--- src/hw/rtl/tfr_pkg.sv ---
package tfr_pkg;

    localparam logic [7:0] SYNC_BYTE = 8'hAA;
    localparam logic [7:0] LEN_BYTE  = 8'd9;
    localparam logic [7:0] CRC_POLY  = 8'hD5;
    localparam logic [7:0] CRC_INIT  = 8'h00;

    localparam int         PAYLOAD_BYTES = 8;
    localparam int         PAYLOAD_IDX_W = $clog2(PAYLOAD_BYTES);

    // byte position within a frame
    localparam logic [3:0] POS_HUNT  = 4'd0;
    localparam logic [3:0] POS_LEN   = 4'd1;
    localparam logic [3:0] POS_FIRST = 4'd2;
    localparam logic [3:0] POS_CRC   = 4'd10;

    localparam logic [19:0] SECS_PER_HOUR = 20'd3600;
    localparam logic [19:0] SECS_PER_MIN  = 20'd60;
    localparam logic [19:0] SECS_MAX      = 20'd933300;

    typedef enum logic [1:0] {
        ST_GOOD = 2'd0,
        ST_CRC  = 2'd1,
        ST_LEN  = 2'd2
    } t_status;

    typedef struct packed {
        t_status            frame_status;
        logic [15:0]        power_raw;
        logic [15:0]        cable_length_tenths;
        logic [7:0]         cable_speed_tenths;
        logic signed [7:0]  temperature_deg;
        logic [19:0]        flight_seconds;
    } t_result;

    // CRC-8, MSB first, one byte per call
    function automatic logic [7:0] crc_byte(input logic [7:0] crc, input logic [7:0] b);
        logic [7:0] c;
        c = crc ^ b;
        for (int i = 0; i < 8; i++) begin
            if (c[7]) begin
                c = {c[6:0], 1'b0} ^ CRC_POLY;
            end else begin
                c = {c[6:0], 1'b0};
            end
        end
        return c;
    endfunction

endpackage

--- src/hw/rtl/tfr_frame_fsm.sv ---
module tfr_frame_fsm
    import tfr_pkg::*;
(
    input  logic       i_clk,
    input  logic       i_rst_n,
    input  logic       i_advance,
    input  logic [7:0] i_byte,
    output logic       o_res_valid,
    output t_result    o_res
);

    logic [3:0]               r_pos;
    logic [3:0]               n_pos;
    logic [7:0]               r_crc;
    logic [7:0]               n_crc;
    logic [7:0]               r_payload [PAYLOAD_BYTES];
    logic                     wr_en;
    logic [PAYLOAD_IDX_W-1:0] wr_idx;
    logic [3:0]               pos_ofs;

    assign pos_ofs = r_pos - POS_FIRST;
    assign wr_idx  = pos_ofs[PAYLOAD_IDX_W-1:0];

    always_comb begin
        n_pos       = r_pos;
        n_crc       = r_crc;
        wr_en       = 1'b0;
        o_res_valid = 1'b0;
        o_res       = '0;
        o_res.frame_status = ST_GOOD;
        case (r_pos)
            POS_LEN: begin
                if (i_byte == LEN_BYTE) begin
                    n_crc = crc_byte(CRC_INIT, i_byte);
                    n_pos = POS_FIRST;
                end else if (i_byte == SYNC_BYTE) begin
                    n_crc = CRC_INIT;
                    n_pos = POS_LEN;
                end else begin
                    n_crc              = CRC_INIT;
                    n_pos              = POS_HUNT;
                    o_res_valid        = 1'b1;
                    o_res.frame_status = ST_LEN;
                end
            end
            POS_CRC: begin
                n_pos       = POS_HUNT;
                n_crc       = CRC_INIT;
                o_res_valid = 1'b1;
                if (i_byte != r_crc) begin
                    o_res.frame_status = ST_CRC;
                end else begin
                    o_res.power_raw           = {r_payload[1], r_payload[0]};
                    o_res.cable_length_tenths = {r_payload[3], r_payload[2]};
                    o_res.cable_speed_tenths  = r_payload[4];
                    o_res.temperature_deg     = $signed(r_payload[5]);
                    o_res.flight_seconds      = 20'(r_payload[6]) * SECS_PER_HOUR
                                              + 20'(r_payload[7]) * SECS_PER_MIN;
                end
            end
            default: begin
                if (r_pos >= POS_FIRST && r_pos < POS_CRC) begin
                    wr_en = 1'b1;
                    n_crc = crc_byte(r_crc, i_byte);
                    n_pos = r_pos + 4'd1;
                end else begin
                    // hunting, also covers unused positions
                    n_crc = CRC_INIT;
                    n_pos = (i_byte == SYNC_BYTE) ? POS_LEN : POS_HUNT;
                end
            end
        endcase
    end

    always_ff @(posedge i_clk) begin
        if (!i_rst_n) begin
            r_pos <= POS_HUNT;
            r_crc <= CRC_INIT;
        end else if (i_advance) begin
            r_pos <= n_pos;
            r_crc <= n_crc;
        end
    end

    always_ff @(posedge i_clk) begin
        if (i_advance && wr_en) begin
            r_payload[wr_idx] <= i_byte;
        end
    end

endmodule

--- src/hw/rtl/tfr_out_reg.sv ---
module tfr_out_reg
    import tfr_pkg::*;
(
    input  logic    i_clk,
    input  logic    i_rst_n,
    input  logic    i_load,
    input  t_result i_res,
    input  logic    i_stall,
    output logic    o_ready,
    output logic    o_valid,
    output t_result o_res
);

    logic    r_valid;
    t_result r_res;

    assign o_ready = !r_valid || !i_stall;
    assign o_valid = r_valid;
    assign o_res   = r_res;

    always_ff @(posedge i_clk) begin
        if (!i_rst_n) begin
            r_valid <= 1'b0;
        end else if (o_ready) begin
            r_valid <= i_load;
        end
    end

    always_ff @(posedge i_clk) begin
        if (o_ready && i_load) begin
            r_res <= i_res;
        end
    end

endmodule

--- src/hw/rtl/telemetry_frame_receiver.sv ---
// Telemetry frame receiver.
// Input channel: one serial byte per word on i_rx_byte, qualified by
// i_in_valid; o_in_stall holds the sender off. Output channel: one decoded
// frame or error report per word on the o_ fields, qualified by
// o_out_valid; i_out_stall from the receiver holds it.
// Frames are sync 0xAA, length 9, eight payload bytes, CRC-8 (poly 0xD5,
// init 0, MSB first) over length and payload. A bad length byte (not a
// repeated 0xAA, which restarts the frame) or a CRC mismatch gives one
// error word with all data fields zero. Throughput: one byte per cycle
// while the output is not stalled. A byte is taken into an input
// register, then parsed from there by the frame state machine, which
// loads the output register. When the output register holds a word
// under stall, the parser stops and the input register fills;
// o_in_stall then rises until the word is taken. Reset (synchronous,
// active low) empties both registers and returns the parser to hunting
// for sync. Payload bytes are not cleared.
module telemetry_frame_receiver
    import tfr_pkg::*;
(
    input  logic              i_clk,
    input  logic              i_rst_n,
    input  logic              i_in_valid,
    output logic              o_in_stall,
    input  logic [7:0]        i_rx_byte,
    output logic              o_out_valid,
    input  logic              i_out_stall,
    output logic [1:0]        o_frame_status,
    output logic [15:0]       o_power_raw,
    output logic [15:0]       o_cable_length_tenths,
    output logic [7:0]        o_cable_speed_tenths,
    output logic signed [7:0] o_temperature_deg,
    output logic [19:0]       o_flight_seconds
);

    logic       r_in_valid;
    logic [7:0] r_in_byte;
    logic       out_ready;
    logic       advance;
    logic       res_valid;
    t_result    res;
    t_result    out_res;

    assign advance    = r_in_valid && out_ready;
    assign o_in_stall = r_in_valid && !out_ready;

    always_ff @(posedge i_clk) begin
        if (!i_rst_n) begin
            r_in_valid <= 1'b0;
        end else if (!o_in_stall) begin
            r_in_valid <= i_in_valid;
        end
    end

    always_ff @(posedge i_clk) begin
        if (!o_in_stall && i_in_valid) begin
            r_in_byte <= i_rx_byte;
        end
    end

    tfr_frame_fsm u_fsm (
        .i_clk       (i_clk),
        .i_rst_n     (i_rst_n),
        .i_advance   (advance),
        .i_byte      (r_in_byte),
        .o_res_valid (res_valid),
        .o_res       (res)
    );

    tfr_out_reg u_out (
        .i_clk   (i_clk),
        .i_rst_n (i_rst_n),
        .i_load  (advance && res_valid),
        .i_res   (res),
        .i_stall (i_out_stall),
        .o_ready (out_ready),
        .o_valid (o_out_valid),
        .o_res   (out_res)
    );

    assign o_frame_status        = out_res.frame_status;
    assign o_power_raw           = out_res.power_raw;
    assign o_cable_length_tenths = out_res.cable_length_tenths;
    assign o_cable_speed_tenths  = out_res.cable_speed_tenths;
    assign o_temperature_deg     = out_res.temperature_deg;
    assign o_flight_seconds      = out_res.flight_seconds;

    a_err_data_zero: assert property (@(posedge i_clk) disable iff (!i_rst_n)
        o_out_valid && o_frame_status != ST_GOOD |->
            o_power_raw == 16'd0 && o_cable_length_tenths == 16'd0 &&
            o_cable_speed_tenths == 8'd0 && o_temperature_deg == 8'sd0 &&
            o_flight_seconds == 20'd0)
        else $error("error word carries data");

    a_secs_range: assert property (@(posedge i_clk) disable iff (!i_rst_n)
        o_out_valid |-> o_flight_seconds <= SECS_MAX)
        else $error("flight seconds out of range");

    a_stall_only_full: assert property (@(posedge i_clk) disable iff (!i_rst_n)
        o_in_stall |-> r_in_valid && o_out_valid && i_out_stall)
        else $error("input stalled without a blocked output");

    a_byte_held: assert property (@(posedge i_clk) disable iff (!i_rst_n)
        o_in_stall |=> r_in_valid && $stable(r_in_byte))
        else $error("held byte lost");

endmodule
--- config.mk ---
export PLATFORM = sky130hd
export DESIGN_NAME = telemetry_frame_receiver
export DESIGN_NICKNAME = d
export VERILOG_FILES = /design/src/hw/rtl/tfr_pkg.sv /design/src/hw/rtl/tfr_frame_fsm.sv /design/src/hw/rtl/tfr_out_reg.sv /design/src/hw/rtl/telemetry_frame_receiver.sv
export SDC_FILE = /design/constraint.sdc
export NUM_CORES = 1
export LEC_CHECK = 0
export ABC_CLOCK_PERIOD_IN_PS = 4700
export BUFFER_PORTS_ARGS = -buffer_cell sky130_fd_sc_hd__buf_4
export CAP_MARGIN = 20
export CELL_PAD_IN_SITES_DETAIL_PLACEMENT = 0
export CELL_PAD_IN_SITES_GLOBAL_PLACEMENT = 1
export CORE_MARGIN = 5
export CORE_UTILIZATION = 44
export CTS_CLUSTER_SIZE = 14
export DETAILED_ROUTE_END_ITERATION = 12
export PLACE_DENSITY = 0.8
export SETUP_SLACK_MARGIN = 0.4
export SYNTH_ARGS = -nofsm -noshare
export SYNTH_HDL_FRONTEND = slang
export SYNTH_SLANG_ARGS = --single-unit
--- constraint.sdc ---
create_clock -name i_clk -period 4.7 [get_ports i_clk]
set_input_delay 0.705 -clock i_clk [delete_from_list [all_inputs] [get_ports i_clk]]
set_output_delay 0.705 -clock i_clk [all_outputs]
set_load 0.02 [all_outputs]
# After elaboration in Yosys (flattened, before gate mapping)

Memories as Yosys holds them, arrays and structs flattened. A register that Yosys moved wholly into a read port is not among the register bits.
Cells that the tools add are included.

Register bits after elaboration: 44
Memory bits (writable): 64
Input port bits: 12
Output and inout bits: 72
Word-level logic and storage cells: 114
Memories: 1

Memories:

| memory          | depth | bits a word | read ports | clocked after memory_dff | wr ports | line                | source |
|---|---|---|---|---|---|---|---|
| u_fsm.r_payload | 8     | 8           | 8          | 6                        | 1        | tfr_frame_fsm.sv:16 | `logic [7:0] r_payload [PAYLOAD_BYTES];` |

Add/subtract/negate cells: 3
$mul: 2
$lt $le $gt $ge: 2
Equality and inequality tests: 5
Mux-type cells: 62
Bitwise operators: 18
Reductions and logical operators: 14

Operators by type and width:

| cell                                                                  | count |
|---|---|
| 8-bit two-way mux                                                     | 46 |
| 5-bit NOT                                                             | 16 |
| 20-bit by 14-bit adder with 20-bit output                             | 1 |
| 8-bit by 8-bit multiplier with 16-bit output, second input constant   | 1 |
| 8-bit one-hot mux with 2 select lines                                 | 1 |
| 8-bit by 4-bit multiplier with 12-bit output, second input constant   | 1 |
| 8-bit by 4-bit equality test with 1-bit output, second input constant | 1 |
| 8-bit equality test, second input constant                            | 1 |
| 1-bit two-way mux                                                     | 8 |
| 4-bit two-way mux                                                     | 2 |
| 8-bit != test                                                         | 1 |
| 4-bit one-hot mux with 2 select lines                                 | 1 |
| 8-bit XOR                                                             | 1 |
| 1-bit logical AND                                                     | 7 |
| 4-bit by 1-bit adder with 4-bit output, second input constant         | 1 |
| 4-bit by 1-bit equality test with 1-bit output, second input constant | 1 |
| 4-bit equality test, second input constant                            | 1 |
| 4-bit by 2-bit >= comparator with 1-bit output, second input constant | 1 |
| 1-bit logical NOT                                                     | 4 |
| 4-bit less-than comparator, second input constant                     | 1 |
| 2-bit two-way mux                                                     | 2 |
| 2-bit one-hot mux with 2 select lines                                 | 1 |
| 2-bit OR reduction                                                    | 2 |
| 3-bit by 2-bit subtractor with 3-bit output, second input constant    | 1 |
| 3 further kinds                                                       | 3 |

# Longest topological paths before layout

Gate-level depths: netlist of the first run.

Depth in word-level cells: 33
Depth in mapped cells: 18
Depth with buffers taken out: 18

# By module

Synthesis of the first run repeated with hierarchy kept, for this count alone.

Cell total of the unflattened synthesis: 603
Area total of the unflattened synthesis: 8079.0 sq um

By module, submodules not included:

| module                   | times used | cells each | area an instance (sq um) | seq. area each (sq um) |
|---|---|---|---|---|
| tfr_frame_fsm            | 1          | 514        | 5635.4                   | 2162.1 |
| tfr_out_reg              | 1          | 75         | 2143.3                   | 2122.0 |
| telemetry_frame_receiver | 1          | 14         | 300.3                    | 260.2 |

# Least setup slack after synthesis of the first run

No wires, ideal clock.

Path type: register to register
From: memory u_fsm.r_payload[7][0]
To: register u_out.r_res (netlist bit u_out.o_res[18]), data pin
Setup time: 0.266 ns
Data arrival time: 4.385 ns
Required time: 4.434 ns
Slack: 0.049 ns
Stages on the path, launching flop included: 17
Path buffers: 0
Clock period less this slack: 4.651 ns
Cells stage by stage: edfxtp_1 fa_1 fa_1 ha_1 a21o_1 a21oi_1 nor2b_1 o21a_1 o41ai_1 xnor2_1 ha_1 a21o_1 a2111oi_0 o31ai_1 nand3b_1 xor2_1 nor2_1

RTL lines:

| what                   | line                | source |
|---|---|---|
| start: declaration     | tfr_frame_fsm.sv:16 |  |
| end signal: assignment | tfr_out_reg.sv:31   | `r_res <= i_res;` |
| end: declaration       | tfr_out_reg.sv:15   | `t_result r_res;` |

==> results of run 1 <==
-- synthesized netlist by cell type, drive strengths merged (4+ instances only) --
library cell	count	area [sq um]
and2	6	37.54
nor2b	5	31.28
o21a	4	30.03
a21o	6	45.04
a31oi	4	25.02
xor2	15	146.4
and3	54	337.8
inv	40	150.1
edfxtp	140	4204
xnor2	45	409.1
nand3	5	25.02
dfxtp	14	280.3
ha	68	850.8
o21ai	13	65.06
a21oi	23	115.1
fa	22	440.4
clkbuf	14	52.55
nor3	10	50.05
nand2	22	82.58
nor2	35	131.4
-- layer usage --
metal | track usage | vias up | share of wire
met5 | 0 | - | 0
met3 | 0.03062 | 19 | 0.055
met2 | 0.2609 | 140 | 0.51
met1 | 0.1982 | 2419 | 0.42
li1 | - | 2367 | -
met4 | 0.06293 | 0 | 0.016
-- flip-flops by register name, summed over array words and instances, names as in the netlist --
signal,cells
r_in_byte,8
o_cable_speed_tenths,8
o_power_raw,16
o_temperature_deg,8
u_fsm.r_pos,4
o_cable_length_tenths,16
u_out.o_valid,1
u_fsm.r_crc,8
u_fsm.r_payload,64
r_in_valid,1
o_flight_seconds,1
u_out.o_res,19
-- worst paths after layout --
check / startpoint / to / slack [ps] / cells after the start
setup / recovery: u_fsm.r_payload[7][0] / u_out.o_res[15] / 340 / 17
setup reg to reg: u_fsm.r_payload[7][0] / u_out.o_res[15] / 340 / 17
hold reg to reg: u_fsm.r_crc[2] / u_fsm.r_crc[2] / 490 / 2
hold / removal: i_rx_byte[7] / r_in_byte[7] / 460 / 1
-- worst register-to-register path, cell delays in order (launching register included) --
cell and delay, ps:
edfxtp_1 420, fa_1 590, fa_1 450, buf_4 160, fa_2 340, a21o_1 190
a21oi_2 160, o21bai_1 100, a21oi_2 200, o21ai_2 70, xor2_1 150, ha_1 350
a21o_1 180, a41o_1 250, a21oi_4 220, nor2b_1 90, xnor2_1 140, nor2_1 50
-- metrics by stage --
| stage | std cells | cell area (sq um) | total power, mW |
|---|---|---|---|
| 3_5_place_dp | 893 | 8810 | 1.648 |
| 2_1_floorplan | 594 | 7930 | 1.615 |
| 5_1_grt | 945 | 9643 | 3.031 |
| 3_3_place_gp | 893 | 8810 | 1.647 |
| 6_report | 945 | 9643 | 2.933 |
| 4_1_cts | 933 | 9484 | 2.957 |
-- cell type report --
cell class | count | area (sq um)
clock buffers | 19 | 432.9
clock inverters | 13 | 141.4
fillers | 1497 | 8137
inverters | 40 | 150.1
multi-input cells | 383 | 3349
flip-flops and latches | 154 | 4484
well taps | 229 | 286.5
repair buffers | 107 | 798.3
-- kinds of logic (layout without fill, tap and decap cells) --
kind of cell | count (synthesis) | in the layout | share of synthesized area
AOI/OAI and AO/OA | 75 | 75 | 0.06233
xor gates and xnor gates | 60 | 60 | 0.07042
adders and majority gates | 90 | 90 | 0.1637
buffers and inverters | 57 | 179 | 0.02855
DFF | 154 | 154 | 0.5684
other | 1 | 2 | 0.0004754
and+or+nand+nor | 156 | 156 | 0.1061
-- what timing repair did --
action | CTS | global route
setup buffers | 8 | 9
endpoints found under the hold margin | 0 | 0
gates resized for setup | 9 | 14
pin swaps | 12 | 14
setup endpoints to repair | 7 | 7
-- power breakdown --
group          internal [mW]  total (mW)  switching [mW]
clock                  0.745        1.31           0.568
combinational         0.0484       0.106          0.0576
sequential              1.49        1.51          0.0214
total                   2.29        2.93           0.647
==> metrics.txt, run 1 <==
status=finished, final reports clean; Mapped Cells=593; RSZ-0062 raised after global routing=yes; sequential share of the synthesized area=0.5684; Post-synth EDFFs=140; Worst VDD drop=304.3 uV; critical path's slowest cell=fa_1; maximum clock frequency=229.4 MHz; CTS clk-pin slew, worst paths=60 ps; via count=4945; worst rel slew slack=0.4011; setup slack of the critical path after layout=341.1 ps; number of global-route vias before repair=4920; most frequent cells in the layout=140 x edfxtp_1, 104 x buf_4, 65 x ha_1, 54 x and3_1, 42 x xnor2_1; post-synthesis async set-or-reset flop share=0; Area growth syn-to-layout=22.24%; WP buf/inv=1; Util after Layout=0.5424; drt wl/cell=16.54 um; Final Hold Vio Count=0; DRT iter0 DRCs=315; CTS max path bufs=2; Rows=49; Final Critical Period=4359 ps; Initial Util=0.4437; Avg Inst Size Synth=13.30 sq um; DRT Wirelength=15640 um; WP data arrival=4510 ps; clk_skew=7.285 ps; total number of yosys warnings=0; leakage=4.128 nW; Crit Path Class=register to register; # port buffers=81; worst hold path type=primary input to register; Die Wd=143.9 um; total congestion overflow=0; core area=17780 sq um; clock latency on the worst-skew pair=420 ps; Worst path top cell family by delay=adder cells; Crit. End Element=register; type of origin of the critical path=register; total global-route track usage=0.1555; Largest stage delay, worst path=590 ps; TritonCTS buffer count=17; hold_buf cts=0; routed vias/inst=5.233; setup TNS=0 ps; DRT antenna net count=0; first-pass GRT wire length=24940 um; DP Wirelength=10780 um; Synth Cell Area=7889 sq um; Min Hold Slack=457.9 ps; maxcap violations=0; Max H-tree Level=4; initial antenna violation count=0; die height=143.9 um; pre-CTS setup slack=60.78 ps; I/O Pins=84; TritonCTS Sinks=154; largest net degree at the start of global routing=55; CP cell instances=fa_1, fa_1, buf_4, fa_2, a21o_1, a21oi_2, o21bai_1, a21oi_2, o21ai_2, xor2_1, ha_1, a21o_1, a41o_1, a21oi_4, nor2b_1, xnor2_1, nor2_1; CTS root buffer=clkbuf_16; # nets final=805; number of distinct library cells after synthesis=51; Worst Path Required=4850 ps; GP Congestion=0.8774; Max Slew Vio Count=0; Worst Tran Pin Value=896.2 ps; #FFs+latches synth=154; CTS tree=yes; 1st-pass router iterations=5; DR DRC count=0; final setup vio count=0; DIE AREA=20710 sq um; power density cells=304.1 nW/um^2; prevailing post-synth register cell=edfxtp_1; Antenna diodes=0; layout cells sized above 1=0.2374; commonest non-fill, non-tap cell in the layout=edfxtp_1; Final period util=0.9274; CP Max Fanout=3
Note: power is estimated with default switching activity, not from simulation.
==> run 2, diff against run 1 <==
- BUFFER_PORTS_ARGS: -buffer_cell sky130_fd_sc_hd__buf_4 -> -buffer_cell sky130_fd_sc_hd__buf_2
- CORE_MARGIN: 5 -> unset
==> run 2 against run 1 <==
Die area shrank 11%. Register-to-register slack lost 30 ps. Clock-buffer cell count shrank 1. Routed wire length shrank 4.0%. Global-route usage grew 1.4 points. Sequential cell count is the same. Cell count shrank 0.63%. Hold slack lost 5.7 ps. Sequential power is essentially flat. Critical path depth is the same. Total power grew 4.9%. Cell area shrank 2.1%. Critical endpoint is now u_out.o_res[18]. Highest routed layer unchanged.
==> metrics.txt, run 2 (same netlist as run 1, synthesis figures left out) <==
status=finished, final reports clean; via count=4843; DRT Wirelength=15010 um; Min Hold Slack=452.3 ps; Util after Layout=0.5420; critical path's slowest cell=fa_1; Largest stage delay, worst path=600 ps; WP data arrival=4550 ps; number of global-route vias before repair=4612; 1st-pass router iterations=5; Die Wd=135.9 um; total congestion overflow=0; worst hold path type=primary input to register; initial antenna violation count=1; Crit. End Element=register; worst rel slew slack=0.5419; CTS tree=yes; CP Max Fanout=3; Rows=48; Final Critical Period=4384 ps; setup TNS=0 ps; Cell Count, Final, Fillers Out=939; post-placement cell count=888; pre-CTS setup slack=78.41 ps; # port buffers=81; DP Wirelength=10100 um; Max H-tree Level=4; TritonCTS Sinks=154; core area=17420 sq um; clk_skew=15.34 ps; worst r2r src=u_fsm.r_payload[7][0]; Worst Tran Pin Value=685.7 ps; Power Total=3.076 mW; r2r setup slk=320 ps; Max Slew Vio Count=0; power density cells=325.8 nW/um^2; Final period util=0.9329; maxcap violations=0; Crit Path Class=register to register; largest net degree at the start of global routing=56; Critical Path Start=u_fsm.r_payload[7][0]; Final Hold Vio Count=0; Top reg by flops=u_fsm.r_payload; clock latency on the worst-skew pair=420 ps; R2R depth=17; CTS root buffer=clkbuf_16; Finished Cell Area=9440 sq um; r2r endpoint=u_out.o_res[18]; routed vias/inst=5.158; CTS max path bufs=2; DIE AREA=18470 sq um; Worst Path Required=4860 ps; GP Congestion=0.8535; Initial Util=0.4529; maximum clock frequency=228.1 MHz; DR DRC count=0; setup slack of the critical path after layout=315.5 ps; CP cell instances=fa_1, fa_1, ha_1, a21o_1, a21oi_2, nor2b_1, o21a_1, o41ai_4, xnor2_1, ha_1, a21o_1, o32ai_2, o31ai_2, buf_4, nand3b_1, xor2_1, nor2_1; leakage=4.139 nW; Setup crit end=u_out.o_res[18]; TritonCTS buffer count=17; max reg flops=64; # nets final=803; Antenna diodes=0; CTS clk-pin slew, worst paths=70 ps; type of origin of the critical path=register; DRT iter0 DRCs=306; die height=135.9 um; final setup vio count=0; DRT antenna net count=0; drt wl/cell=15.99 um; layout cells sized above 1=0.2339; total global-route track usage=0.1697; Worst VDD drop=256.6 uV; RSZ-0062 raised after global routing=yes; most frequent cells in the layout=140 x edfxtp_1, 82 x buf_2, 66 x ha_1, 54 x and3_1, 43 x xnor2_1; first-pass GRT wire length=23380 um; I/O Pins=84; dpl cell area=8594 sq um; commonest non-fill, non-tap cell in the layout=edfxtp_1; Area growth syn-to-layout=19.67%
==> run 2: cell types whose count changed in the layout (fill, tap and decap cells not counted), sizes merged <==
cell	previous run	this run
clkinvlp	3	1
inv	44	45
bufinv	1	3
buf	106	103
==> run 2: layer usage <==
| layer | track usage | share of wire | vias up |
|---|---|---|---|
| li1 | - | - | 2373 |
| met2 | 0.2775 | 0.49 | 108 |
| met1 | 0.2202 | 0.45 | 2354 |
| met4 | 0.05864 | 0.0077 | 0 |
| met5 | 0 | 0 | - |
| met3 | 0.04139 | 0.048 | 8 |
==> run 2: critical path: cells and delay by family, from the launching register on <==
family / cells / cell delay (ps)
flops: 1 / 420
simple gates: 3 / 200
xor+xnor: 2 / 320
fa+ha+maj: 4 / 1630
compound gates: 7 / 1410
buf+inv: 1 / 160
==> run 2: area by class of cell <==
cell class	count	area, sq um
clock buffers	18	439.2
clock inverters	14	205.2
fillers	1437	7976
inverters	40	150.1
multi-input cells	383	3297
flip-flops and latches	154	4484
well taps	225	281.5
repair buffers	105	583.1
==> run 2: power by group <==
part / internal [mW] / total, mW / switching (mW)
clock network: 0.873 / 1.46 / 0.587
logic: 0.0451 / 0.101 / 0.0563
registers: 1.49 / 1.51 / 0.0218
total: 2.41 / 3.08 / 0.665
==> run 2: timing repair <==
| item | CTS | global route |
|---|---|---|
| setup endpoints to repair | 7 | 8 |
| gates resized for setup | 7 | 8 |
| setup buffers | 8 | 8 |
| hold buffers | 0 | 0 |
| pin swaps | 6 | 6 |
| gates cloned | 0 | 0 |
| hold endpoints to repair | 0 | 0 |
==> run 2: how the worst min path moves through the flow <==
stage                         startpoint             end  slack [ps]  cells after the start
final                       i_rx_byte[3]    r_in_byte[3]         450                      1
after global routing        i_rx_byte[3]    r_in_byte[3]         430                      1
after CTS                   i_rx_byte[3]    r_in_byte[3]         440                      1
after detailed placement  u_fsm.r_crc[2]  u_fsm.r_crc[2]         490                      2
after global placement    u_fsm.r_crc[2]  u_fsm.r_crc[2]         480                      2
after floorplan           u_fsm.r_crc[2]  u_fsm.r_crc[2]         460                      2
==> run 3, diff against run 2 <==
- PLACE_DENSITY: 0.8 -> unset
- PLACE_DENSITY_LB_ADDON: unset -> 0.1
==> run 3 against run 2 <==
Sequential power is essentially flat. Critical path type unchanged. First-iteration DRC count shrank 6.5%. Cell count shrank 0.21%. Routed wire length grew 0.75%.
==> metrics.txt, run 3 (same netlist as run 1, synthesis figures left out) <==
DRT Wirelength=15120 um; R2R depth=16; RSZ-0062 raised after global routing=yes; initial antenna violation count=0; Max Slew Vio Count=0; drt wl/cell=16.14 um; first-pass GRT wire length=23490 um; r2r endpoint=u_out.o_res[14]; routed vias/inst=5.063; Final period util=0.9305; die height=135.9 um; I/O Pins=84; Worst VDD drop=268.9 uV; WP buf/inv=1; DR DRC count=0; r2r setup slk=330 ps; Worst path top cell family by delay=adder cells; clock latency on the worst-skew pair=420 ps; Final Critical Period=4373 ps; # port buffers=81; WP data arrival=4520 ps; total congestion overflow=0; final setup vio count=0; dpl cell area=8632 sq um; Worst Tran Pin Value=696.4 ps; DP Wirelength=10330 um; total global-route track usage=0.1711; Die Wd=135.9 um; Initial Util=0.4529; Rows=48; # nets final=801; DRT iter0 DRCs=286; hold_buf cts=0; number of global-route vias before repair=4544; leakage=4.114 nW; most frequent cells in the layout=140 x edfxtp_1, 81 x buf_2, 66 x ha_1, 54 x and3_1, 42 x xnor2_1; critical path's slowest cell=fa_1; Seq pwr share=0.523; switching share of power=0.2283; Comb power frac=0.035; Top reg by flops=u_fsm.r_payload; NetSw=0.6613 mW; layout cells sized above 1=0.2261; Max H-tree Level=4; Min Hold Slack=458.1 ps; Crit. End Element=register; TritonCTS Sinks=154; TritonCTS buffer count=17; maximum clock frequency=228.7 MHz; 1st-pass router iterations=6; max reg flops=64; Antenna diodes=0; CTS tree=yes; Crit Path Class=register to register; CTS max path bufs=2; CTS root buffer=clkbuf_16; core area=17420 sq um; Worst Path Required=4850 ps; largest net degree at the start of global routing=55; DIE AREA=18470 sq um; type of origin of the critical path=register; CTS clk-pin slew, worst paths=70 ps; power density cells=309.1 nW/um^2; CP Max Fanout=3; via count=4744; worst r2r src=u_fsm.r_payload[7][0]; DRT antenna net count=0; Final Hold Vio Count=0; Area growth syn-to-layout=18.81%; clk_skew=12.79 ps; Finished Cell Area=9373 sq um; worst rel slew slack=0.5357; commonest non-fill, non-tap cell in the layout=edfxtp_1; Largest stage delay, worst path=600 ps; Critical Path Start=u_fsm.r_payload[7][0]; maxcap violations=0; clock share of power=0.442; status=finished, final reports clean; Hold Crit Start=i_rx_byte[4]; Min-Delay Endpoint=r_in_byte[4]; setup TNS=0 ps; Cell Int Power=2.236 mW; worst hold path type=primary input to register; Hold Path Depth=1; CP cell instances=fa_1, fa_1, ha_1, a21o_1, a21oi_2, nor2b_1, o21a_1, o41ai_4, xnor2_1, ha_1, a21o_1, a2111oi_4, o31ai_4, buf_4, xnor2_2, nor2_1; GP Congestion=0.8658
run 3: cell types whose count changed in the layout (fill, tap and decap cells not counted), sizes merged:
cell      before  now
buf          103  101
inv           45   47
clkinvlp       1    0
bufinv         3    0
clkbuf        20   19
clkinv         5    8
run 3: worst max path at each step:
stage	endpoint	depth (start not counted)	slack, ps
after floorplan	u_out.o_res[18]	16	390
after global placement	u_out.o_res[18]	16	140
after detailed placement	u_out.o_res[18]	16	2
after CTS	u_out.o_res[19]	16	310
after global routing	u_out.o_res[18]	16	70
final	u_out.o_res[14]	16	330
run 3: final cells by class:
| type | count | area, sq um |
|---|---|---|
| Tap cell | 225 | 281.5 |
| Clock buffer | 17 | 425.4 |
| Sequential cell | 154 | 4484 |
| Multi-Input combinational cell | 383 | 3323 |
| Clock inverter | 15 | 137.6 |
| Timing Repair Buffer | 103 | 570.5 |
| Inverter | 40 | 150.1 |
| Fill cell | 1486 | 8044 |
run 3: per-layer routing:
metal | part of all wire | global-route usage
met1 | 0.48 | 0.2366
met2 | 0.46 | 0.2681
met3 | 0.043 | 0.03430
met4 | 0.016 | 0.05988
met5 | 0 | 0
run 3: power by group through the flow:
stage	registers (mW)	logic (mW)	clock network, mW
floorplan	1.53	0.0821	0
global placement	1.54	0.102	0
detailed placement	1.54	0.101	0
CTS	1.51	0.102	1.30
global route	1.52	0.111	1.35
finish	1.51	0.102	1.28
run 3: timing repair:
| item | CTS | global route |
|---|---|---|
| endpoints found under the setup margin | 7 | 8 |
| hold endpoints to repair | 0 | 0 |
| setup buffers | 5 | 5 |
| pin swaps | 6 | 4 |
| resized for setup | 9 | 6 |
run 3: per-stage QoR:
stage	util	setup WS [ps]	power, mW	std cells
after global placement	0.4956	144.9	1.647	893
after detailed placement	0.4956	2.078	1.645	893
after floorplan	-	393.8	1.615	594
final	0.5381	326.8	2.897	937
after CTS	0.5331	312.4	2.922	930
after global routing	0.5381	66.65	2.981	937
